`src/hw/rtl/wswm_pkg.sv`:
```
// shared types, constants and codes of the wheel speed window monitor
`default_nettype none

package wswm_pkg;

    // field widths
    localparam int SPEED_W = 16;
    localparam int CNT_W   = 8;
    localparam int LEN_W   = 8;
    localparam int AVG_W   = 24;
    localparam int SUM_W   = 24;
    localparam int CFG_W   = 16;
    localparam int CFG_IDX_W = 2;

    // default number of fraction bits of the average
    localparam int AVG_FRAC_BITS_DEF = 8;

    // configuration reset values
    localparam logic [SPEED_W-1:0] NOISE_LIMIT_RST     = 16'd250;
    localparam logic [SPEED_W-1:0] DROP_THRESHOLD_RST  = 16'd30;
    localparam logic [SPEED_W-1:0] OVERSPEED_LIMIT_RST = 16'd120;
    localparam logic [LEN_W-1:0]   WINDOW_LENGTH_RST   = 8'd10;

    // running minimum starts at the top of the range
    localparam logic [SPEED_W-1:0] MIN_RST = 16'hFFFF;

    // fault codes
    localparam logic [1:0] FAULT_NONE      = 2'd0;
    localparam logic [1:0] FAULT_DROP      = 2'd1;
    localparam logic [1:0] FAULT_OVERSPEED = 2'd2;

    // configuration register indexes
    typedef enum logic [CFG_IDX_W-1:0] {
        CFG_NOISE_LIMIT     = 2'd0,
        CFG_DROP_THRESHOLD  = 2'd1,
        CFG_OVERSPEED_LIMIT = 2'd2,
        CFG_WINDOW_LENGTH   = 2'd3
    } t_cfg_idx;

    // controller states
    typedef enum logic [1:0] {
        ST_IDLE,
        ST_DIV,
        ST_DONE
    } t_state;

    // controller to datapath
    typedef struct packed {
        logic acc;        // take one sample item
        logic div_start;  // snapshot the window and start the divider
        logic div_step;   // one quotient bit
        logic out_load;   // move the finished report to the output register
    } t_cmd;

    // datapath to controller
    typedef struct packed {
        logic win_end;    // the next sample closes the window
        logic div_last;   // divider is on its last bit
        logic out_free;   // output register can take a report this cycle
    } t_status;

endpackage

`default_nettype wire

```
`src/hw/rtl/wswm_ctrl.sv`:
```
// controller of the wheel speed window monitor: sample intake and divider sequencing
`default_nettype none

module wswm_ctrl (
    input  wire logic              i_clk,
    input  wire logic              i_rst_n,
    input  wire logic              i_valid,
    output logic                   o_stall,
    input  wire wswm_pkg::t_status i_status,
    output wswm_pkg::t_cmd         o_cmd
);

    wswm_pkg::t_state r_state;
    wswm_pkg::t_state n_state;

    // a closing sample waits while the divider still holds the previous window
    assign o_stall = i_status.win_end && (r_state != wswm_pkg::ST_IDLE);

    // state register
    always_ff @(posedge i_clk) begin
        if (!i_rst_n) begin
            r_state <= wswm_pkg::ST_IDLE;
        end else begin
            r_state <= n_state;
        end
    end

    // next state
    always_comb begin
        n_state = r_state;
        case (r_state)
            wswm_pkg::ST_IDLE: begin
                if (i_valid && i_status.win_end) begin
                    n_state = wswm_pkg::ST_DIV;
                end
            end
            wswm_pkg::ST_DIV: begin
                if (i_status.div_last) begin
                    n_state = wswm_pkg::ST_DONE;
                end
            end
            wswm_pkg::ST_DONE: begin
                if (i_status.out_free) begin
                    n_state = wswm_pkg::ST_IDLE;
                end
            end
            default: n_state = wswm_pkg::ST_IDLE;
        endcase
    end

    // commands
    always_comb begin
        o_cmd           = '0;
        o_cmd.acc       = i_valid && !o_stall;
        o_cmd.div_start = i_valid && !o_stall && i_status.win_end;
        case (r_state)
            wswm_pkg::ST_IDLE: ;
            wswm_pkg::ST_DIV:  o_cmd.div_step = 1'b1;
            wswm_pkg::ST_DONE: o_cmd.out_load = i_status.out_free;
            default: ;
        endcase
    end

endmodule

`default_nettype wire

```
`src/hw/rtl/wswm_dp.sv`:
```
// datapath of the wheel speed window monitor: config, accumulators, divider, report register
`default_nettype none

module wswm_dp #(
    parameter int AVG_FRAC_BITS = wswm_pkg::AVG_FRAC_BITS_DEF
) (
    input  wire logic                            i_clk,
    input  wire logic                            i_rst_n,
    input  wire logic                            i_cfg_we,
    input  wire logic [wswm_pkg::CFG_IDX_W-1:0]  i_cfg_idx,
    input  wire logic [wswm_pkg::CFG_W-1:0]      i_cfg_data,
    input  wire logic [wswm_pkg::SPEED_W-1:0]    i_speed_sample,
    input  wire logic                            i_stall,
    input  wire wswm_pkg::t_cmd                  i_cmd,
    output wswm_pkg::t_status                    o_status,
    output logic                                 o_valid,
    output logic [wswm_pkg::AVG_W-1:0]           o_average_q8,
    output logic [wswm_pkg::SPEED_W-1:0]         o_speed_max,
    output logic [wswm_pkg::SPEED_W-1:0]         o_speed_min,
    output logic [wswm_pkg::CNT_W-1:0]           o_valid_samples,
    output logic [1:0]                           o_fault_code,
    output logic                                 o_all_discarded
);

    localparam int SW  = wswm_pkg::SPEED_W;
    localparam int CW  = wswm_pkg::CNT_W;
    localparam int LW  = wswm_pkg::LEN_W;
    localparam int AW  = wswm_pkg::AVG_W;
    localparam int UW  = wswm_pkg::SUM_W;
    localparam int DW  = UW + AVG_FRAC_BITS;   // dividend and quotient width
    localparam int STW = $clog2(DW);
    localparam logic [DW-1:0] AVG_SAT = DW'({AW{1'b1}});

    // configuration registers
    logic [SW-1:0] r_noise_limit;
    logic [SW-1:0] r_drop_threshold;
    logic [SW-1:0] r_overspeed_limit;
    logic [LW-1:0] r_window_length;

    // window accumulators
    logic [UW-1:0] r_sum;
    logic [CW-1:0] r_cnt;
    logic [SW-1:0] r_max;
    logic [SW-1:0] r_min;
    logic [SW-1:0] r_prev;
    logic [LW-1:0] r_pos;
    logic          r_drop;

    logic [UW-1:0] n_sum;
    logic [CW-1:0] n_cnt;
    logic [SW-1:0] n_max;
    logic [SW-1:0] n_min;
    logic          n_drop;

    // snapshot of a closed window and divider state
    logic [UW-1:0]  r_snap_sum;
    logic [CW-1:0]  r_snap_cnt;
    logic [SW-1:0]  r_snap_max;
    logic [SW-1:0]  r_snap_min;
    logic           r_snap_drop;
    logic [DW-1:0]  r_div_q;
    logic [CW-1:0]  r_div_rem;
    logic [STW-1:0] r_step;

    // output register
    logic r_out_valid;

    logic [LW-1:0]   win_len;
    logic [LW-1:0]   pos_inc;
    logic            win_end;
    logic            div_last;
    logic            out_free;
    logic            sample_ok;
    logic            drop_hit;
    logic [CW:0]     div_trial;
    logic            div_ge;
    logic [CW-1:0]   n_div_rem;
    logic [UW-1:0]   over_bound;
    logic            none_valid;
    logic [AW-1:0]   avg_sat;
    logic [1:0]      fault;

    // configuration writes
    always_ff @(posedge i_clk) begin
        if (!i_rst_n) begin
            r_noise_limit     <= wswm_pkg::NOISE_LIMIT_RST;
            r_drop_threshold  <= wswm_pkg::DROP_THRESHOLD_RST;
            r_overspeed_limit <= wswm_pkg::OVERSPEED_LIMIT_RST;
            r_window_length   <= wswm_pkg::WINDOW_LENGTH_RST;
        end else if (i_cfg_we) begin
            case (wswm_pkg::t_cfg_idx'(i_cfg_idx))
                wswm_pkg::CFG_NOISE_LIMIT:     r_noise_limit     <= i_cfg_data;
                wswm_pkg::CFG_DROP_THRESHOLD:  r_drop_threshold  <= i_cfg_data;
                wswm_pkg::CFG_OVERSPEED_LIMIT: r_overspeed_limit <= i_cfg_data;
                wswm_pkg::CFG_WINDOW_LENGTH:   r_window_length   <= i_cfg_data[LW-1:0];
                default: ;
            endcase
        end
    end

    // window end test, a zero length counts as one
    assign win_len = (r_window_length == '0) ? LW'(1) : r_window_length;
    assign pos_inc = r_pos + LW'(1);
    assign win_end = (pos_inc >= win_len);

    // status back to the controller
    assign o_status = {win_end, div_last, out_free};

    // per-sample update
    always_comb begin
        sample_ok = (i_speed_sample <= r_noise_limit);
        drop_hit  = sample_ok && (r_pos != '0) && (i_speed_sample == '0)
                    && (r_prev > r_drop_threshold) && (r_prev < r_noise_limit);
        n_sum  = r_sum;
        n_cnt  = r_cnt;
        n_max  = r_max;
        n_min  = r_min;
        n_drop = r_drop || drop_hit;
        if (sample_ok) begin
            n_sum = r_sum + UW'(i_speed_sample);
            n_cnt = r_cnt + CW'(1);
            if (i_speed_sample > r_max) begin
                n_max = i_speed_sample;
            end
            if (i_speed_sample < r_min) begin
                n_min = i_speed_sample;
            end
        end
    end

    // accumulators, cleared when a window closes
    always_ff @(posedge i_clk) begin
        if (!i_rst_n) begin
            r_sum  <= '0;
            r_cnt  <= '0;
            r_max  <= '0;
            r_min  <= wswm_pkg::MIN_RST;
            r_prev <= '0;
            r_pos  <= '0;
            r_drop <= 1'b0;
        end else if (i_cmd.acc) begin
            if (win_end) begin
                r_sum  <= '0;
                r_cnt  <= '0;
                r_max  <= '0;
                r_min  <= wswm_pkg::MIN_RST;
                r_prev <= '0;
                r_pos  <= '0;
                r_drop <= 1'b0;
            end else begin
                r_sum  <= n_sum;
                r_cnt  <= n_cnt;
                r_max  <= n_max;
                r_min  <= n_min;
                r_prev <= i_speed_sample;
                r_pos  <= pos_inc;
                r_drop <= n_drop;
            end
        end
    end

    // restoring divider step, one quotient bit a cycle
    assign div_trial = {r_div_rem, r_div_q[DW-1]};
    assign div_ge    = (div_trial >= {1'b0, r_snap_cnt});
    assign n_div_rem = div_ge ? CW'(div_trial - {1'b0, r_snap_cnt}) : div_trial[CW-1:0];
    assign div_last  = (r_step == STW'(DW - 1));

    // snapshot and divider registers
    always_ff @(posedge i_clk) begin
        if (i_cmd.div_start) begin
            r_snap_sum  <= n_sum;
            r_snap_cnt  <= n_cnt;
            r_snap_max  <= n_max;
            r_snap_min  <= n_min;
            r_snap_drop <= n_drop;
            r_div_q     <= DW'(n_sum) << AVG_FRAC_BITS;
            r_div_rem   <= '0;
            r_step      <= '0;
        end else if (i_cmd.div_step) begin
            r_div_q   <= {r_div_q[DW-2:0], div_ge};
            r_div_rem <= n_div_rem;
            r_step    <= r_step + STW'(1);
        end
    end

    // report fields from the finished division
    always_comb begin
        none_valid = (r_snap_cnt == '0);
        over_bound = UW'(r_overspeed_limit) * UW'(r_snap_cnt);
        avg_sat    = (r_div_q > AVG_SAT) ? {AW{1'b1}} : r_div_q[AW-1:0];
        if (none_valid) begin
            fault = wswm_pkg::FAULT_NONE;
        end else if (r_snap_drop) begin
            fault = wswm_pkg::FAULT_DROP;
        end else if (r_snap_sum > over_bound) begin
            fault = wswm_pkg::FAULT_OVERSPEED;
        end else begin
            fault = wswm_pkg::FAULT_NONE;
        end
    end

    assign out_free = !r_out_valid || !i_stall;

    // output valid
    always_ff @(posedge i_clk) begin
        if (!i_rst_n) begin
            r_out_valid <= 1'b0;
        end else if (i_cmd.out_load) begin
            r_out_valid <= 1'b1;
        end else if (!i_stall) begin
            r_out_valid <= 1'b0;
        end
    end

    // output payload
    always_ff @(posedge i_clk) begin
        if (i_cmd.out_load) begin
            o_average_q8    <= none_valid ? '0 : avg_sat;
            o_speed_max     <= none_valid ? '0 : r_snap_max;
            o_speed_min     <= none_valid ? '0 : r_snap_min;
            o_valid_samples <= r_snap_cnt;
            o_fault_code    <= fault;
            o_all_discarded <= none_valid;
        end
    end

    assign o_valid = r_out_valid;

    // a report is loaded only when the output register can take it
    a_load_free: assert property (@(posedge i_clk) disable iff (!i_rst_n)
        i_cmd.out_load |-> (!r_out_valid || !i_stall))
        else $error("report loaded over a held report");

    // a new window never starts while the divider runs
    a_start_idle: assert property (@(posedge i_clk) disable iff (!i_rst_n)
        i_cmd.div_start |-> !i_cmd.div_step && !i_cmd.out_load)
        else $error("window closed while divider busy");

    // divider restarts from the first bit
    a_step_clear: assert property (@(posedge i_clk) disable iff (!i_rst_n)
        i_cmd.div_start |=> (r_step == '0))
        else $error("divider step count not cleared");

    // running extremes stay ordered once a sample counted
    a_min_max: assert property (@(posedge i_clk) disable iff (!i_rst_n)
        (r_cnt != '0) |-> (r_min <= r_max))
        else $error("running minimum above maximum");

    // an empty window reports zeros and no fault
    a_empty: assert property (@(posedge i_clk) disable iff (!i_rst_n)
        (r_out_valid && o_all_discarded) |-> (o_average_q8 == '0) && (o_speed_max == '0)
            && (o_speed_min == '0) && (o_fault_code == wswm_pkg::FAULT_NONE))
        else $error("empty window report not cleared");

endmodule

`default_nettype wire

```
`src/hw/rtl/wheel_speed_window_monitor_core.sv`:
```
// top level of the wheel speed window monitor
// Usage:
// Speed samples enter on i_speed_sample with i_valid / o_stall; one report per
// window leaves on o_valid / i_stall with the average, extremes, count and fault.
// Configuration goes through i_cfg_we / i_cfg_idx / i_cfg_data (0 noise limit,
// 1 drop threshold, 2 overspeed limit, 3 window length) while no report is pending.
// Samples are taken one per cycle while o_stall is low. The sample that closes a
// window starts a bit-serial divider over a 24 + AVG_FRAC_BITS bit dividend (32 bits
// at the default); the report then leaves through the output register onto o_valid.
// Samples of the next window keep flowing during the division; only the next
// window's closing sample is stalled until the divider and its report slot are free.
// A held report (i_stall high) keeps the divider result waiting, which in turn
// stalls the next closing sample.
// Synchronous active-low reset restores the register defaults (250, 30, 120,
// 10), clears the window and drops o_valid; the block takes samples in the
// cycle after reset is released.
`default_nettype none

module wheel_speed_window_monitor_core #(
    parameter int AVG_FRAC_BITS = wswm_pkg::AVG_FRAC_BITS_DEF
) (
    input  wire logic                            i_clk,
    input  wire logic                            i_rst_n,
    input  wire logic                            i_cfg_we,
    input  wire logic [wswm_pkg::CFG_IDX_W-1:0]  i_cfg_idx,
    input  wire logic [wswm_pkg::CFG_W-1:0]      i_cfg_data,
    input  wire logic                            i_valid,
    output logic                                 o_stall,
    input  wire logic [wswm_pkg::SPEED_W-1:0]    i_speed_sample,
    output logic                                 o_valid,
    input  wire logic                            i_stall,
    output logic [wswm_pkg::AVG_W-1:0]           o_average_q8,
    output logic [wswm_pkg::SPEED_W-1:0]         o_speed_max,
    output logic [wswm_pkg::SPEED_W-1:0]         o_speed_min,
    output logic [wswm_pkg::CNT_W-1:0]           o_valid_samples,
    output logic [1:0]                           o_fault_code,
    output logic                                 o_all_discarded
);

    wswm_pkg::t_cmd    cmd;
    wswm_pkg::t_status status;

    // sequencing
    wswm_ctrl u_ctrl (
        .i_clk    (i_clk),
        .i_rst_n  (i_rst_n),
        .i_valid  (i_valid),
        .o_stall  (o_stall),
        .i_status (status),
        .o_cmd    (cmd)
    );

    // arithmetic and storage
    wswm_dp #(
        .AVG_FRAC_BITS (AVG_FRAC_BITS)
    ) u_dp (
        .i_clk           (i_clk),
        .i_rst_n         (i_rst_n),
        .i_cfg_we        (i_cfg_we),
        .i_cfg_idx       (i_cfg_idx),
        .i_cfg_data      (i_cfg_data),
        .i_speed_sample  (i_speed_sample),
        .i_stall         (i_stall),
        .i_cmd           (cmd),
        .o_status        (status),
        .o_valid         (o_valid),
        .o_average_q8    (o_average_q8),
        .o_speed_max     (o_speed_max),
        .o_speed_min     (o_speed_min),
        .o_valid_samples (o_valid_samples),
        .o_fault_code    (o_fault_code),
        .o_all_discarded (o_all_discarded)
    );

endmodule

`default_nettype wire

```
`config.mk`:
```
export PLATFORM = sky130hd
export DESIGN_NAME = wheel_speed_window_monitor_core
export DESIGN_NICKNAME = d
export VERILOG_FILES = /design/src/hw/rtl/wswm_pkg.sv /design/src/hw/rtl/wswm_ctrl.sv /design/src/hw/rtl/wswm_dp.sv /design/src/hw/rtl/wheel_speed_window_monitor_core.sv
export SDC_FILE = /design/constraint.sdc
export NUM_CORES = 1
export LEC_CHECK = 0
export BUFFER_PORTS_ARGS = -buffer_cell sky130_fd_sc_hd__buf_2
export CORE_ASPECT_RATIO = 1.4
export CORE_MARGIN = 4
export CORE_UTILIZATION = 40
export CTS_CLUSTER_DIAMETER = 200
export CTS_CLUSTER_SIZE = 40
export DETAILED_ROUTE_END_ITERATION = 7
export PLACE_DENSITY = 0.61
export SLEW_MARGIN = 25
export SYNTH_ARGS = -nofsm -noshare
export SYNTH_HDL_FRONTEND = slang
export SYNTH_SLANG_ARGS = --single-unit
export TNS_END_PERCENT = 5
```
`constraint.sdc`:
```
create_clock -name i_clk -period 12.2 [get_ports i_clk]
set_input_delay 1.83 -clock i_clk [delete_from_list [all_inputs] [get_ports i_clk]]
set_output_delay 1.83 -clock i_clk [all_outputs]
set_load 0.01 [all_outputs]
```
==> flow_summary_export.csv <==
group,metric,value,unit
run_status,outcome,"complete, no violations",
yosys,yosys.area.top_type,"edfxtp_1",
timing,final_max_slew_viol_count,0,
cts,htree_levels,1,
cts,cts_tree,"built",
timing,whs,0.469,ns
floorplan,core-area,49100,sq um
critical_path,r2r-start,"u_dp.r_snap_cnt[7]$_DFFE_PP_",
power_and_ir_drop,peakVddDrop,0.0914,mV
cells_and_area,nNetsFinal,2378,
cts,clockRootBuffer,"clkbuf_16",
cts,cts_resized,0,
floorplan,dieArea,53400,sq um
timing,fin_crit,6.85,ns
drt,via_per_inst,5.43,
grt,track_usage,0.190,
drt,vias,14700,
power_and_ir_drop,p_per_area,109,nW/um^2
placement,dp_slack,5.41,ns
yosys,syn_inst,2009,
yosys,synth.mux.area_fraction,0.0169,
power_and_ir_drop,power.total,2.32,mW
placement,gp_congestion,0.847,
cts,path_clk_slew,0.17,ns
cells_and_area,areaGrowthSynthToFinish,7.66,%
yosys,synth_compound_area_frac,0.148,
power_and_ir_drop,leakagePower,9.23,nW
cts,cts_setup_buffers,0,
critical_path,crit_fanout,19,
critical_path,r2r_slack,5.35,ns
grt,antenna_found_initial,0,
cts,clockBufferDepth,3,
drt,wire_per_inst,18.9,um
floorplan,initial_core_util,0.405,
drt,drt_first_iter_violations,809,
floorplan,die_w,196,um
cts,cts_sinks,325,
yosys,synth_nets,2317,
floorplan,rows,96,
yosys,yosysWarningCount,0,
placement,port_buffers,107,
critical_path,r2r-end,"u_dp.o_fault_code[1]$_SDFFCE_PP0P_",
timing,maxSlewHeadroom,0.328,
yosys,synth_adder_area_share,0.202,
critical_path,worstSetupPathType,"register to register",
drt,ant_nets,0,
timing,fin_crit_sh,0.562,
yosys,ys_seq_area_frac,0.406,
yosys,synth.distinct_cells,70,
cts,numCtsBuffers,12,
floorplan,die_h,272,um
timing,fin_ws,5.35,ns
yosys,ys_ff_latch,325,
timing,finalHoldViolations,0,
grt,grt_overflow,0,
critical_path,start_kind,"register",
yosys,postSynthAreaPerCell,9.90,sq um
yosys,synth_xor_area_frac,0.0251,
drt,drt_first_pass_iters,8,
cells_and_area,fillers,4666,
timing,finalClockSkew,0.0638,ns
timing,rsz0062_at_grt,"false",
grt,grt_pass1_vias,15200,
yosys,synth_edf_count,156,
drt,drc,0,
timing,finalSetupViolCount,0,
yosys,synth_top_family_by_area,"adder cells",
yosys,async_flop_share,0,
yosys,synth-simple-area-share,0.148,
cts,clock_latency,0.56,ns
grt,grt_max_degree,79,
grt,grt_pass1_wl,81.5,mm
min_path,hold_depth,2,
critical_path,arrival,7.14,ns
yosys,ys.flop_type,"dfxtp_1",
yosys,syn-cell-area,19900,sq um
min_path,hold_start,"u_dp.r_noise_limit[11]$_SDFFE_PN0P_",
min_path,hold_path.class,"register to register",
cells_and_area,final_util,0.436,
run,drv_cap,0,
yosys,synth_top_area_share,0.236,
drt,drt-total-wl,51.3,mm
cts,hold_buffers,0,
cells_and_area,drive_gt1_frac,0.0862,
yosys,synthTopCellsByArea,"edfxtp_1 24%, dfxtp_1 17%, ha_1 12%",
timing,worstMarginPinSlew,1.00,ns
critical_path,reg2reg_depth,23,
critical_path,cp.required,12.48,ns
critical_path,endpoint_kind,"register",
timing,fin_tns_setup,0,ns
timing,clock.fmax,146,MHz
min_path,min_to,"u_dp.r_noise_limit[11]$_SDFFE_PN0P_",
placement,dp_hpwl,38.4,mm
floorplan,boundaryPins,108,
-- flip-flops by register name, indices dropped and copies added, names as in the netlist, 24 cells and up --
name,cells
u_dp.r_div_q,32
u_dp.o_average_q8,24
u_dp.r_snap_sum,24
u_dp.r_sum,24
-- critical path, stage by stage, from the launching register on --
cell       delay [ns]
edfxtp_1         0.84
nand2_1          0.17
fa_1             0.54
fa_1             0.56
inv_1            0.06
fa_1             0.54
inv_1            0.06
fa_1             0.53
inv_1            0.04
ha_1             0.33
o21ai_0          0.12
o21ai_0          0.20
or3b_2           0.48
a31oi_1          0.25
a31oi_1          0.19
o21bai_1         0.18
a21oi_1          0.10
xor2_1           0.16
ha_1             0.31
a21o_1           0.17
a21o_1           0.17
a211oi_1         0.29
nor3b_1          0.20
a2111oi_0        0.12
-- cells by family after synthesis --
| logic type | count (synthesis) |
|---|---|
| AO/OA/AOI/OAI | 442 |
| XOR/XNOR | 57 |
| adder cells (fa/ha/maj) | 269 |
| buffers and inverters | 283 |
| flip-flops | 325 |
| multiplexers | 31 |
| AND/OR/NAND/NOR | 602 |
-- synth_stat cells, types with 13 or more instances --
master and count:
xor2_1 28, nand4_1 28, ha_1 183, edfxtp_1 156
fa_1 86, o21ai_0 97, o21a_1 13, a21o_1 44
o22a_1 16, a21oi_1 113, nor2_1 104, xnor2_1 29
o211ai_1 21, a22oi_1 19, mux2_2 21, inv_1 211
a22o_1 46, clkbuf_1 51, and2_1 136, nand2b_1 13
nand2_1 224, nand3_1 18, dfxtp_1 169
-- through the flow --
| stage | instance area [sq um] | cells |
|---|---|---|
| finish | 21400 | 2714 |
| global route | 21400 | 2713 |
| CTS | 21400 | 2713 |
| detailed placement | 21000 | 2693 |
| global placement | 21000 | 2693 |
| floorplan | 19900 | 2009 |
-- layer usage --
layer	share of wire	GRT usage
met1	0.40	0.222
met3	0.033	0.0184
met4	0.045	0.0811
met2	0.53	0.352
met5	0	0
-- power breakdown --
part	total [mW]	internal, mW	switching (mW)
Clock	0.549	0.195	0.354
Sequential	1.25	1.20	0.0500
Combinational	0.525	0.217	0.308
Total	2.32	1.61	0.711
-- cell usage in the layout (no fill, tap or decap), types with 13 or more instances in the layout --
master,Yosys,final
a21o_1,44,44
a21oi_1,113,112
a22o_1,46,46
a22oi_1,19,19
and2_1,136,135
buf_2,12,107
dfxtp_1,169,169
edfxtp_1,156,156
fa_1,86,86
ha_1,183,183
inv_1,211,209
mux2_2,21,21
nand2_1,224,224
nand2b_1,13,13
nand3_1,18,18
nand4_1,28,28
nor2_1,104,104
o211ai_1,21,21
o21a_1,13,13
o21ai_0,97,96
o22a_1,16,16
xnor2_1,29,29
xor2_1,28,28
-- final cells by class --
class,instances,area (sq um),share of cell area
tap,637,797,0.0372
inverter,212,797,0.0372
clock inverter,2,46.3,0.00216
sequential,325,8070,0.377
multi-input combinational,1401,10800,0.502
antenna,1,2.50,0.000117
timing repair buffer,118,618,0.0289
clock buffer,18,323,0.0151
-- how the worst max path moves through the flow --
stage | startpoint | to | depth (start not counted)
floorplan | u_dp.r_snap_cnt[7]$_DFFE_PP_ | u_dp.o_fault_code[1]$_SDFFCE_PP0P_ | 24
global placement | u_dp.r_snap_cnt[7]$_DFFE_PP_ | u_dp.o_fault_code[1]$_SDFFCE_PP0P_ | 23
detailed placement | u_dp.r_snap_cnt[7]$_DFFE_PP_ | u_dp.o_fault_code[1]$_SDFFCE_PP0P_ | 23
CTS | u_dp.r_snap_cnt[7]$_DFFE_PP_ | u_dp.o_fault_code[1]$_SDFFCE_PP0P_ | 23
global route | u_dp.r_snap_cnt[7]$_DFFE_PP_ | u_dp.o_fault_code[1]$_SDFFCE_PP0P_ | 24
finish | u_dp.r_snap_cnt[7]$_DFFE_PP_ | u_dp.o_fault_code[1]$_SDFFCE_PP0P_ | 23
Note: power is estimated with default switching activity, not from simulation.
